## src/hw/rtl/hsc_pkg.sv

```systemverilog
// Package for the extended Hamming SEC-DED codec.
// Holds the status codes, request codes and elaboration-time layout helpers.
// No dependencies.
`default_nettype none

package hsc_pkg;

	localparam logic REQ_ENCODE = 1'b0;
	localparam logic REQ_DECODE = 1'b1;

	localparam logic [1:0] STATUS_CLEAN     = 2'd0;
	localparam logic [1:0] STATUS_CORRECTED = 2'd1;
	localparam logic [1:0] STATUS_UNCORR    = 2'd2;

	// Least count of check bits k with 2^k >= data bits + k + 1.
	function automatic int check_count(input int data_bits);
		int kk;
		kk = 0;
		for (int k = 0; k < 8; k++) begin
			if ((1 << k) < data_bits + k + 1) begin
				kk = k + 1;
			end
		end
		return kk;
	endfunction

	function automatic bit is_pow2(input int x);
		return (x != 0) && ((x & (x - 1)) == 0);
	endfunction

	// Code word position of data bit d: the d-th position above zero that is
	// not a power of two.
	function automatic int data_pos(input int d);
		int cnt;
		int pos;
		cnt = 0;
		pos = 0;
		for (int j = 1; j < 128; j++) begin
			if (!is_pow2(j)) begin
				if (cnt == d) begin
					pos = j;
				end
				cnt++;
			end
		end
		return pos;
	endfunction

endpackage

`default_nettype wire

```

## src/hw/rtl/hamming_secded_codec.sv

```systemverilog
// Top level of the extended Hamming SEC-DED codec.
// Depends on hsc_pkg for status codes and code word layout helpers.
// One input register stage and one result register stage.
`default_nettype none

// The codec takes one request per cycle unless out_ready holds it back, and
// returns its results in order. A request either encodes data_in into an
// N-bit code word (N = DATA_BITS + check bits + 1, bit 0 the overall even
// parity) or decodes code_in, correcting any single error and flagging
// double errors, or a syndrome pointing outside the word, as uncorrectable.
// Throughput is one request per cycle: the work is a set of XOR trees
// between the input register and the result register, and the result
// register lets a new request in while a finished result waits on out_ready.
module hamming_secded_codec
	import hsc_pkg::*;
#(
	parameter int DATA_BITS = 8,
	localparam int SYN_W    = check_count(DATA_BITS),
	localparam int CODE_W   = DATA_BITS + SYN_W + 1
) (
	input  wire logic                 clk,
	input  wire logic                 arst_n,
	input  wire logic                 in_valid,
	output logic                      in_ready,
	input  wire logic                 req_type,
	input  wire logic [DATA_BITS-1:0] data_in,
	input  wire logic [CODE_W-1:0]    code_in,
	output logic                      out_valid,
	input  wire logic                 out_ready,
	output logic [CODE_W-1:0]         code_out,
	output logic [DATA_BITS-1:0]      data_out,
	output logic [1:0]                status
);

	logic                 valid_s1, valid_s2;
	logic                 req_s1, req_s2;
	logic [DATA_BITS-1:0] data_s1, data_s2;
	logic [CODE_W-1:0]    code_s1, code_s2;
	logic [1:0]           status_s2;
	logic                 adv_s1, adv_s2;

	logic [CODE_W-1:0]    enc_word;
	logic [SYN_W-1:0]     enc_syn;
	logic [CODE_W-1:0]    dec_word;
	logic [SYN_W-1:0]     dec_syn;
	logic                 dec_par;
	logic                 syn_in_range;
	logic [DATA_BITS-1:0] dec_data;
	logic [CODE_W-1:0]    res_code;
	logic [DATA_BITS-1:0] res_data;
	logic [1:0]           res_status;

	assign adv_s2   = !valid_s2 || out_ready;
	assign adv_s1   = !valid_s1 || adv_s2;
	assign in_ready = adv_s1;

	always_ff @(posedge clk or negedge arst_n) begin
		if (!arst_n) begin
			valid_s1 <= 1'b0;
			valid_s2 <= 1'b0;
		end else begin
			if (adv_s1) begin
				valid_s1 <= in_valid;
			end
			if (adv_s2) begin
				valid_s2 <= valid_s1;
			end
		end
	end

	always_ff @(posedge clk) begin
		if (adv_s1 && in_valid) begin
			req_s1  <= req_type;
			data_s1 <= data_in;
			code_s1 <= code_in;
		end
		if (adv_s2 && valid_s1) begin
			req_s2    <= req_s1;
			code_s2   <= res_code;
			data_s2   <= res_data;
			status_s2 <= res_status;
		end
	end

	// Encode: scatter the data, then the syndrome of the data-only word gives
	// every check bit at once.
	always_comb begin
		enc_word = '0;
		for (int d = 0; d < DATA_BITS; d++) begin
			enc_word[data_pos(d)] = data_s1[d];
		end
		enc_syn = '0;
		for (int j = 1; j < CODE_W; j++) begin
			if (enc_word[j]) begin
				enc_syn = enc_syn ^ SYN_W'(j);
			end
		end
		for (int i = 0; i < SYN_W; i++) begin
			enc_word[1 << i] = enc_syn[i];
		end
		enc_word[0] = ^enc_word[CODE_W-1:1];
	end

	// Decode: syndrome and overall parity, then a single flip when it is safe.
	always_comb begin
		dec_syn = '0;
		for (int j = 1; j < CODE_W; j++) begin
			if (code_s1[j]) begin
				dec_syn = dec_syn ^ SYN_W'(j);
			end
		end
		dec_par      = ^code_s1;
		syn_in_range = {1'b0, dec_syn} < (SYN_W+1)'(CODE_W);
		dec_word     = code_s1;
		for (int j = 1; j < CODE_W; j++) begin
			if (SYN_W'(j) == dec_syn) begin
				dec_word[j] = ~code_s1[j];
			end
		end
		dec_data = '0;
		for (int d = 0; d < DATA_BITS; d++) begin
			dec_data[d] = dec_word[data_pos(d)];
		end
	end

	always_comb begin
		res_code   = '0;
		res_data   = '0;
		res_status = STATUS_CLEAN;
		if (req_s1 == REQ_ENCODE) begin
			res_code = enc_word;
		end else if (dec_syn == '0) begin
			// A lone error in the parity bit leaves the data intact.
			res_data   = dec_data;
			res_status = dec_par ? STATUS_CORRECTED : STATUS_CLEAN;
		end else if (dec_par && syn_in_range) begin
			res_data   = dec_data;
			res_status = STATUS_CORRECTED;
		end else begin
			res_status = STATUS_UNCORR;
		end
	end

	assign out_valid = valid_s2;
	assign code_out  = code_s2;
	assign data_out  = data_s2;
	assign status    = status_s2;

	a_enc_even_parity: assert property (@(posedge clk) disable iff (!arst_n)
		out_valid && req_s2 == REQ_ENCODE |-> !(^code_out) && status == STATUS_CLEAN)
		else $error("encoded word does not have even parity");

	a_dec_no_code: assert property (@(posedge clk) disable iff (!arst_n)
		out_valid && req_s2 == REQ_DECODE |-> code_out == '0)
		else $error("decode result carries a code word");

	a_uncorr_zero: assert property (@(posedge clk) disable iff (!arst_n)
		out_valid && status == STATUS_UNCORR |-> data_out == '0)
		else $error("uncorrectable result carries data");

	a_status_code: assert property (@(posedge clk) disable iff (!arst_n)
		out_valid |-> status != 2'd3)
		else $error("undefined status code");

	a_accept_fills: assert property (@(posedge clk) disable iff (!arst_n)
		in_valid && in_ready |=> valid_s1)
		else $error("accepted request lost from input stage");

endmodule

`default_nettype wire

```

## config.mk

```make
export PLATFORM = sky130hd
export DESIGN_NAME = hamming_secded_codec
export DESIGN_NICKNAME = d
export VERILOG_FILES = /design/src/hw/rtl/hsc_pkg.sv /design/src/hw/rtl/hamming_secded_codec.sv
export SDC_FILE = /design/constraint.sdc
export NUM_CORES = 1
export LEC_CHECK = 0
export BUFFER_PORTS_ARGS = -buffer_cell sky130_fd_sc_hd__buf_2
export CAP_MARGIN = 10
export CORE_MARGIN = 1
export CORE_UTILIZATION = 54
export CTS_CLUSTER_DIAMETER = 100
export DETAILED_ROUTE_END_ITERATION = 12
export HOLD_SLACK_MARGIN = 0.1
export PLACE_DENSITY_LB_ADDON = 0.12
export SYNTH_ARGS = -nofsm -noshare
export SYNTH_HDL_FRONTEND = slang
export SYNTH_SLANG_ARGS = --single-unit
```

## constraint.sdc

```tcl
create_clock -name clk -period 2.6 [get_ports clk]
set_input_delay 0 -clock clk [delete_from_list [all_inputs] [get_ports clk]]
set_output_delay 0 -clock clk [all_outputs]
set_load 0.02 [all_outputs]
```

==> summary.txt, run 1 <==
crit-path cells: xnor2_2 > xnor3_2 > nor2_1 > o221ai_1 > o32ai_1
hold path endpoint: code_s1[4]
die footprint: 0.004638 mm²
vias in the first global route: 1,566
min cycle time layout: 2.435 ns
setup slack, reg-to-reg: 0.17 ns
Ys Warns: 0
startpoint types: flop
FF-to-FF End: data_out[7]
drt drc: 0
Hold Path Class: primary input to flop
fraction of layout cells with a size suffix above 1: 34.60%
Max Cap Viol: 0
Syn Std Cell Area: 0.002360 mm²
Clock Root Buffer: clkbuf_8
most frequent cells after synthesis: edfxtp_1 (45), xnor2_1 (20), nor2b_1 (8), xor2_1 (8), nor2_1 (7)
Initial Utilization: 57.75%
power density over the cells: 704.1 mW/mm²
Routed WL: 4.570 mm
Ports: 51
Vias: 1,536
first-pass GRT wire length: 7.314 mm
LEAKAGE: 1.175 nW
register clock-pin slew on the reported worst setup and hold paths: 0.08 ns
critical path required time: 2.69 ns
cell taking the most area after synthesis: edfxtp_1
Port Buf Inserts: 50
vias per cell: 5.352
Relative slew margins: 67.45%
GPL Wtd Cong: 0.8579
CP Max Fanout: 13
EDFF count, synth: 45
Ant. Diodes: 0
pin slew with the least headroom to its limit: 0.4879 ns
Reg2Reg Launch Point: code_s1[11]
maximum VDD drop: 0.4649 mV
H-tree levels: 2
drt pass-1 iters: 4
main flop type after synthesis: edfxtp_1
CORE AREA: 0.004086 mm²
Area contributors post-synth: edfxtp_1 (57%), xnor2_1 (7.4%), xnor2_2 (3.4%)
status: finished clean
critical path class: flop to flop
post-synth cell types: 42
count of final hold-check violations: 0
Sum Neg Setup Slack: 0 ns
clk sinks: 47
Total GRT Usage: 22.39%
Post-DP Area: 0.002678 mm²
Worst Setup End Kind: flop
WL/cell: 15.92 µm
average size of a mapped cell: 15.52 µm²
most frequent cell after synthesis: edfxtp_1
Final Net Count: 262
cell count of the worst hold path: 2
Post-Syn Nets: 178
GR Overflow Total: 0
synthesized instance count: 152
Die Y: 68.11 µm
Setup-failing EPs final: 0
Synth top area share: 57.26%
RSZ-0062 raised after global routing: false
Die Span X: 68.11 µm
largest net degree at the start of global routing: 24
worst hold margin: 0.4043 ns
hpwl dp: 2.894 mm
P&R area growth vs syn: 29.59%
initial antenna violation count: 0
Util after Layout: 74.83%
Final Max Slew Viols: 0
crit share post-route: 93.65%
Async SR Flop Fraction: 4.255%
FF-to-FF path depth: 5
skew final: 0.008215 ns
crit path DAT: 2.52 ns
cts bufs inserted: 5
Final ANT Viol Nets: 0
Worst Setup SP: code_s1[11]
Max clock buf depth: 2
CTS tree: built
Slowest cell on crit path: xnor3_2
post-route cell area: 0.003058 mm²
worst-skew pair later-pin latency: 0.30 ns
FF+latch count, synth: 47
hold_sp: code_in[4]
DRT iter0 DRCs: 137
Crit path largest cell delay: 0.63 ns
f_max: 410.7 MHz
Power Total: 2.153 mW
post-CTS setup buffer count: 0
sequential area share after synthesis: 59.38%
site row count: 23
==> power by group <==
group	total [mW]	internal (mW)	switching, mW
Combinational	0.675	0.284	0.392
Clock	0.524	0.287	0.237
Sequential	0.954	0.919	0.0342
Total	2.15	1.49	0.663
==> per-layer routing <==
layer	vias to the layer above	GRT usage, %	wire [µm]
met2	67	39.34	2362
met5	-	0	0
li1	740	-	-
met3	6	6.167	355
met4	0	7.292	42
met1	723	26.29	1809
==> per-stage QoR <==
stage	std cells	setup WS, ns
4_1_cts	287	0.1760
2_1_floorplan	152	0.5108
6_report	287	0.1652
3_3_place_gp	252	0.3642
5_1_grt	287	0.08386
3_5_place_dp	252	0.2696
==> registers in the layout (all words and copies together), names as in the netlist <==
signal,flops
code_out,13
data_s1,8
valid_s1,1
data_out,8
status,2
req_s1,1
code_s1,13
out_valid,1
==> critical path: cells and delay by family (launching register included) <==
| kind | cells | cell delay (ns) |
|---|---|---|
| XOR/XNOR | 2 | 0.92 |
| flip-flops | 1 | 0.50 |
| AO/OA/AOI/OAI | 2 | 0.49 |
| AND/OR/NAND/NOR | 1 | 0.32 |
==> cell families after synthesis <==
| logic type | synth area share, % |
|---|---|
| AO/OA/AOI/OAI | 5.673 |
| XOR/XNOR | 19.67 |
| buffers and inverters | 1.219 |
| flip-flops | 59.39 |
| multiplexers | 0.8484 |
| AND/OR/NAND/NOR | 13.20 |
==> cell usage in the layout, fill, tap and decap left out, types with 2 or more instances in the layout <==
| cell | synthesis | routed |
|---|---|---|
| buf_4 | 0 | 4 |
| dlygate4sd3_1 | 0 | 27 |
| xnor3_2 | 3 | 3 |
| nor4_2 | 3 | 3 |
| a21oi_1 | 3 | 3 |
| nand4_1 | 4 | 4 |
| and2_1 | 3 | 3 |
| nand2_1 | 2 | 2 |
| buf_2 | 2 | 50 |
| nor2b_1 | 8 | 8 |
| dfrtp_1 | 2 | 2 |
| nor4_1 | 4 | 4 |
| nor2_1 | 7 | 7 |
| nand2b_1 | 3 | 3 |
| nor4b_2 | 2 | 2 |
| mux2i_1 | 2 | 2 |
| xnor2_1 | 20 | 20 |
| o211ai_2 | 2 | 2 |
| xor2_1 | 8 | 8 |
| clkbuf_8 | 0 | 5 |
| xnor2_2 | 5 | 5 |
| xor3_2 | 2 | 2 |
| edfxtp_1 | 45 | 45 |
==> area by class of cell <==
cell class | count | area, µm²
Sequential cell | 47 | 1401
Tap cell | 50 | 62.56
Clock buffer | 6 | 72.57
Clock inverter | 2 | 37.54
Fill cell | 255 | 1028
Timing Repair Buffer | 81 | 550.5
Inverter | 1 | 3.754
Multi-Input combinational cell | 100 | 929.6
==> how the worst max path moves through the flow <==
stage / end / slack (ns) / depth (start not counted)
floorplan: data_out[2] / 0.51 / 6
global placement: status[1] / 0.36 / 5
detailed placement: status[1] / 0.27 / 5
CTS: data_out[7] / 0.18 / 5
global route: data_out[1] / 0.08 / 5
finish: data_out[7] / 0.17 / 5
==> timing repair <==
action	CTS	global route
resized for setup	0	0
hold buffers	27	0
hold endpoints to repair	26	0
Power figures use the tool's default switching activity.
==> run 2: changes to the inputs <==
--- a/config.mk
+++ b/config.mk
@@ -8,7 +8,8 @@
 export BUFFER_PORTS_ARGS = -buffer_cell sky130_fd_sc_hd__buf_2
 export CAP_MARGIN = 10
 export CORE_MARGIN = 1
-export CORE_UTILIZATION = 54
+export CORE_UTILIZATION = 56
+export CTS_BUF_LIST = sky130_fd_sc_hd__clkbuf_8
 export CTS_CLUSTER_DIAMETER = 100
 export DETAILED_ROUTE_END_ITERATION = 12
 export HOLD_SLACK_MARGIN = 0.1
==> run 2 against run 1 <==
Design area shrank 0.37%. Critical endpoint is now data_out[4]. Final cell count is the same. Non-clock buffer count unchanged. Largest power group unchanged. Largest cell class unchanged.
==> summary.txt, run 2 (same netlist as run 1, synthesis figures left out) <==
skew final: 0.007619 ns (was 0.008215 ns)
Power Total: 2.066 mW (was 2.153 mW)
fraction of layout cells with a size suffix above 1: 35.02% (was 34.60%)
crit-path cells: xnor2_2 > xnor3_2 > o211ai_2 > a32oi_2 > nor4_1 (was xnor2_2 > xnor3_2 > nor2_1 > o221ai_1 > o32ai_1)
Util after Layout: 75.62% (was 74.83%)
worst-skew pair later-pin latency: 0.29 ns (was 0.30 ns)
Sum Neg Setup Slack: 0 ns (unchanged)
Die Span X: 66.92 µm (was 68.11 µm)
min cycle time layout: 2.459 ns (was 2.435 ns)
Top Family by Delay on Critical Path: XOR/XNOR gates (unchanged)
hpwl dp: 2.729 mm (was 2.894 mm)
DRT iter0 DRCs: 124 (was 137)
Ant. Diodes: 0 (unchanged)
critical path class: flop to flop (unchanged)
LEAKAGE: 1.171 nW (was 1.175 nW)
register clock-pin slew on the reported worst setup and hold paths: 0.09 ns (was 0.08 ns)
sequential share of power: 46.2% (was 44.3%)
GR Overflow Total: 0 (unchanged)
crit share post-route: 94.57% (was 93.65%)
Vias: 1,527 (was 1,536)
Worst Setup End Kind: flop (unchanged)
drt pass-1 iters: 4 (unchanged)
Clock Root Buffer: clkbuf_8 (unchanged)
vias in the first global route: 1,498 (was 1,566)
CP Max Fanout: 13 (unchanged)
FF/Latch Area: 0.001401 mm² (unchanged)
CTS tree: built (unchanged)
Relative slew margins: 66.61% (was 67.45%)
first-pass GRT wire length: 7.010 mm (was 7.314 mm)
Hold Path Class: primary input to flop (unchanged)
WL/cell: 15.26 µm (was 15.92 µm)
Initial Utilization: 58.57% (was 57.75%)
pin slew with the least headroom to its limit: 0.4985 ns (was 0.4879 ns)
Final ANT Viol Nets: 0 (unchanged)
Crit path largest cell delay: 0.63 ns (about the same)
drt drc: 0 (unchanged)
commonest non-fill, non-tap cell in the layout: buf_2 (unchanged)
Buffers & Inverters on Critical Path: 0 (unchanged)
crit path DAT: 2.55 ns (was 2.52 ns)
switching part of the total: 31.27% (was 30.80%)
P&R area growth vs syn: 29.11% (was 29.59%)
GPL Wtd Cong: 0.8842 (was 0.8579)
initial antenna violation count: 0 (unchanged)
maximum VDD drop: 0.4621 mV (was 0.4649 mV)
Port Buf Inserts: 50 (unchanged)
commonest non-fill, non-tap cells in the layout: buf_2 (50), edfxtp_1 (45), dlygate4sd3_1 (27), xnor2_1 (20) (unchanged)
f_max: 406.7 MHz (was 410.7 MHz)
power density over the cells: 678.2 mW/mm² (was 704.1 mW/mm²)
Slowest cell on crit path: xnor3_2 (unchanged)
Max Cap Viol: 0 (unchanged)
cell-internal power: 1.420 mW (was 1.490 mW)
largest net degree at the start of global routing: 24 (unchanged)
vias per cell: 5.321 (was 5.352)
# fillers: 255 (unchanged)
site row count: 23 (unchanged)
Final Max Slew Viols: 0 (unchanged)
RSZ-0062 raised after global routing: false (unchanged)
Die Y: 66.92 µm (was 68.11 µm)
Clock Power Share: 22.1% (was 24.3%)
H-tree levels: 2 (unchanged)
Ports: 51 (unchanged)
Total GRT Usage: 22.16% (was 22.39%)
clk sinks: 47 (unchanged)
count of final hold-check violations: 0 (unchanged)
die footprint: 0.004478 mm² (was 0.004638 mm²)
Setup-failing EPs final: 0 (unchanged)
area of the multi-input gates: 929.6 µm² (unchanged)
CORE AREA: 0.004029 mm² (was 0.004086 mm²)
Max clock buf depth: 2 (unchanged)
critical path required time: 2.69 ns (about the same)
cts bufs inserted: 5 (unchanged)
net load switching power: 0.6461 mW (was 0.6633 mW)
Routed WL: 4.379 mm (was 4.570 mm)
combinational fraction of design power: 31.7% (was 31.4%)
status: finished clean (unchanged)
startpoint types: flop (unchanged)
Final Net Count: 262 (unchanged)
[run 2: worst reg2reg max path, cell delays in order, from the launching register on]
cell and delay, ns:
edfxtp_1 0.49, xnor2_2 0.30, xnor3_2 0.63, o211ai_2 0.23, a32oi_2 0.22, nor4_1 0.39
[run 2: layer usage]
layer | part of all wire [%] | global-route usage (%)
met5 | 0 | 0
met4 | 1.8 | 10.11
met3 | 5.4 | 4.966
met2 | 50 | 36.74
met1 | 43 | 27.46
[run 2: power by group through the flow]
stage / Clock (mW) / Combinational, mW / Sequential, mW
4_1_cts: 0.463 / 0.649 / 0.955
5_1_grt: 0.490 / 0.713 / 0.962
2_1_floorplan: 0 / 0.436 / 1.02
6_report: 0.456 / 0.655 / 0.955
3_5_place_dp: 0 / 0.615 / 0.972
3_3_place_gp: 0 / 0.603 / 0.968
[run 2: what timing repair did]
item / in CTS / in global routing
gates resized for setup: 0 / 0
hold buffers: 27 / 0
endpoints found under the hold margin: 26 / 0
buffers inserted: 0 / 0
[run 2: path summary, 6_finish.rpt]
| check | startpoint | to | slack [ns] | depth (start not counted) |
|---|---|---|---|---|
| min in group asynchronous | arst_n | valid_s1 | 0.57 | 3 |
| worst min register to register | valid_s1 | out_valid | 0.54 | 1 |
| max in group asynchronous | arst_n | out_valid | 1.89 | 3 |
| worst max register to register | code_s1[11] | data_out[4] | 0.14 | 5 |
| worst max-delay path | code_s1[11] | data_out[4] | 0.14 | 5 |
| worst min-delay path | data_in[2] | data_s1[2] | 0.41 | 2 |
[run 2: cell type report]
cell class                      instances  area share [%]
Clock buffer                            6           2.710
Clock inverter                          2          0.5339
Inverter                                1          0.1232
Multi-Input combinational cell        100           30.51
Sequential cell                        47           46.00
Tap cell                               50           2.053
Timing Repair Buffer                   81           18.07
[run 2: per-stage QoR]
stage,hold slack [ns],setup WS [ns],cells,cell area [µm²]
6_report,0.4091,0.1411,287,3047
5_1_grt,0.4141,0.02899,287,3047
4_1_cts,0.3976,0.1819,287,3047
3_5_place_dp,-0.2095,0.2211,252,2678
3_3_place_gp,-0.2163,0.3544,252,2678
2_1_floorplan,-0.2956,0.5108,152,2360
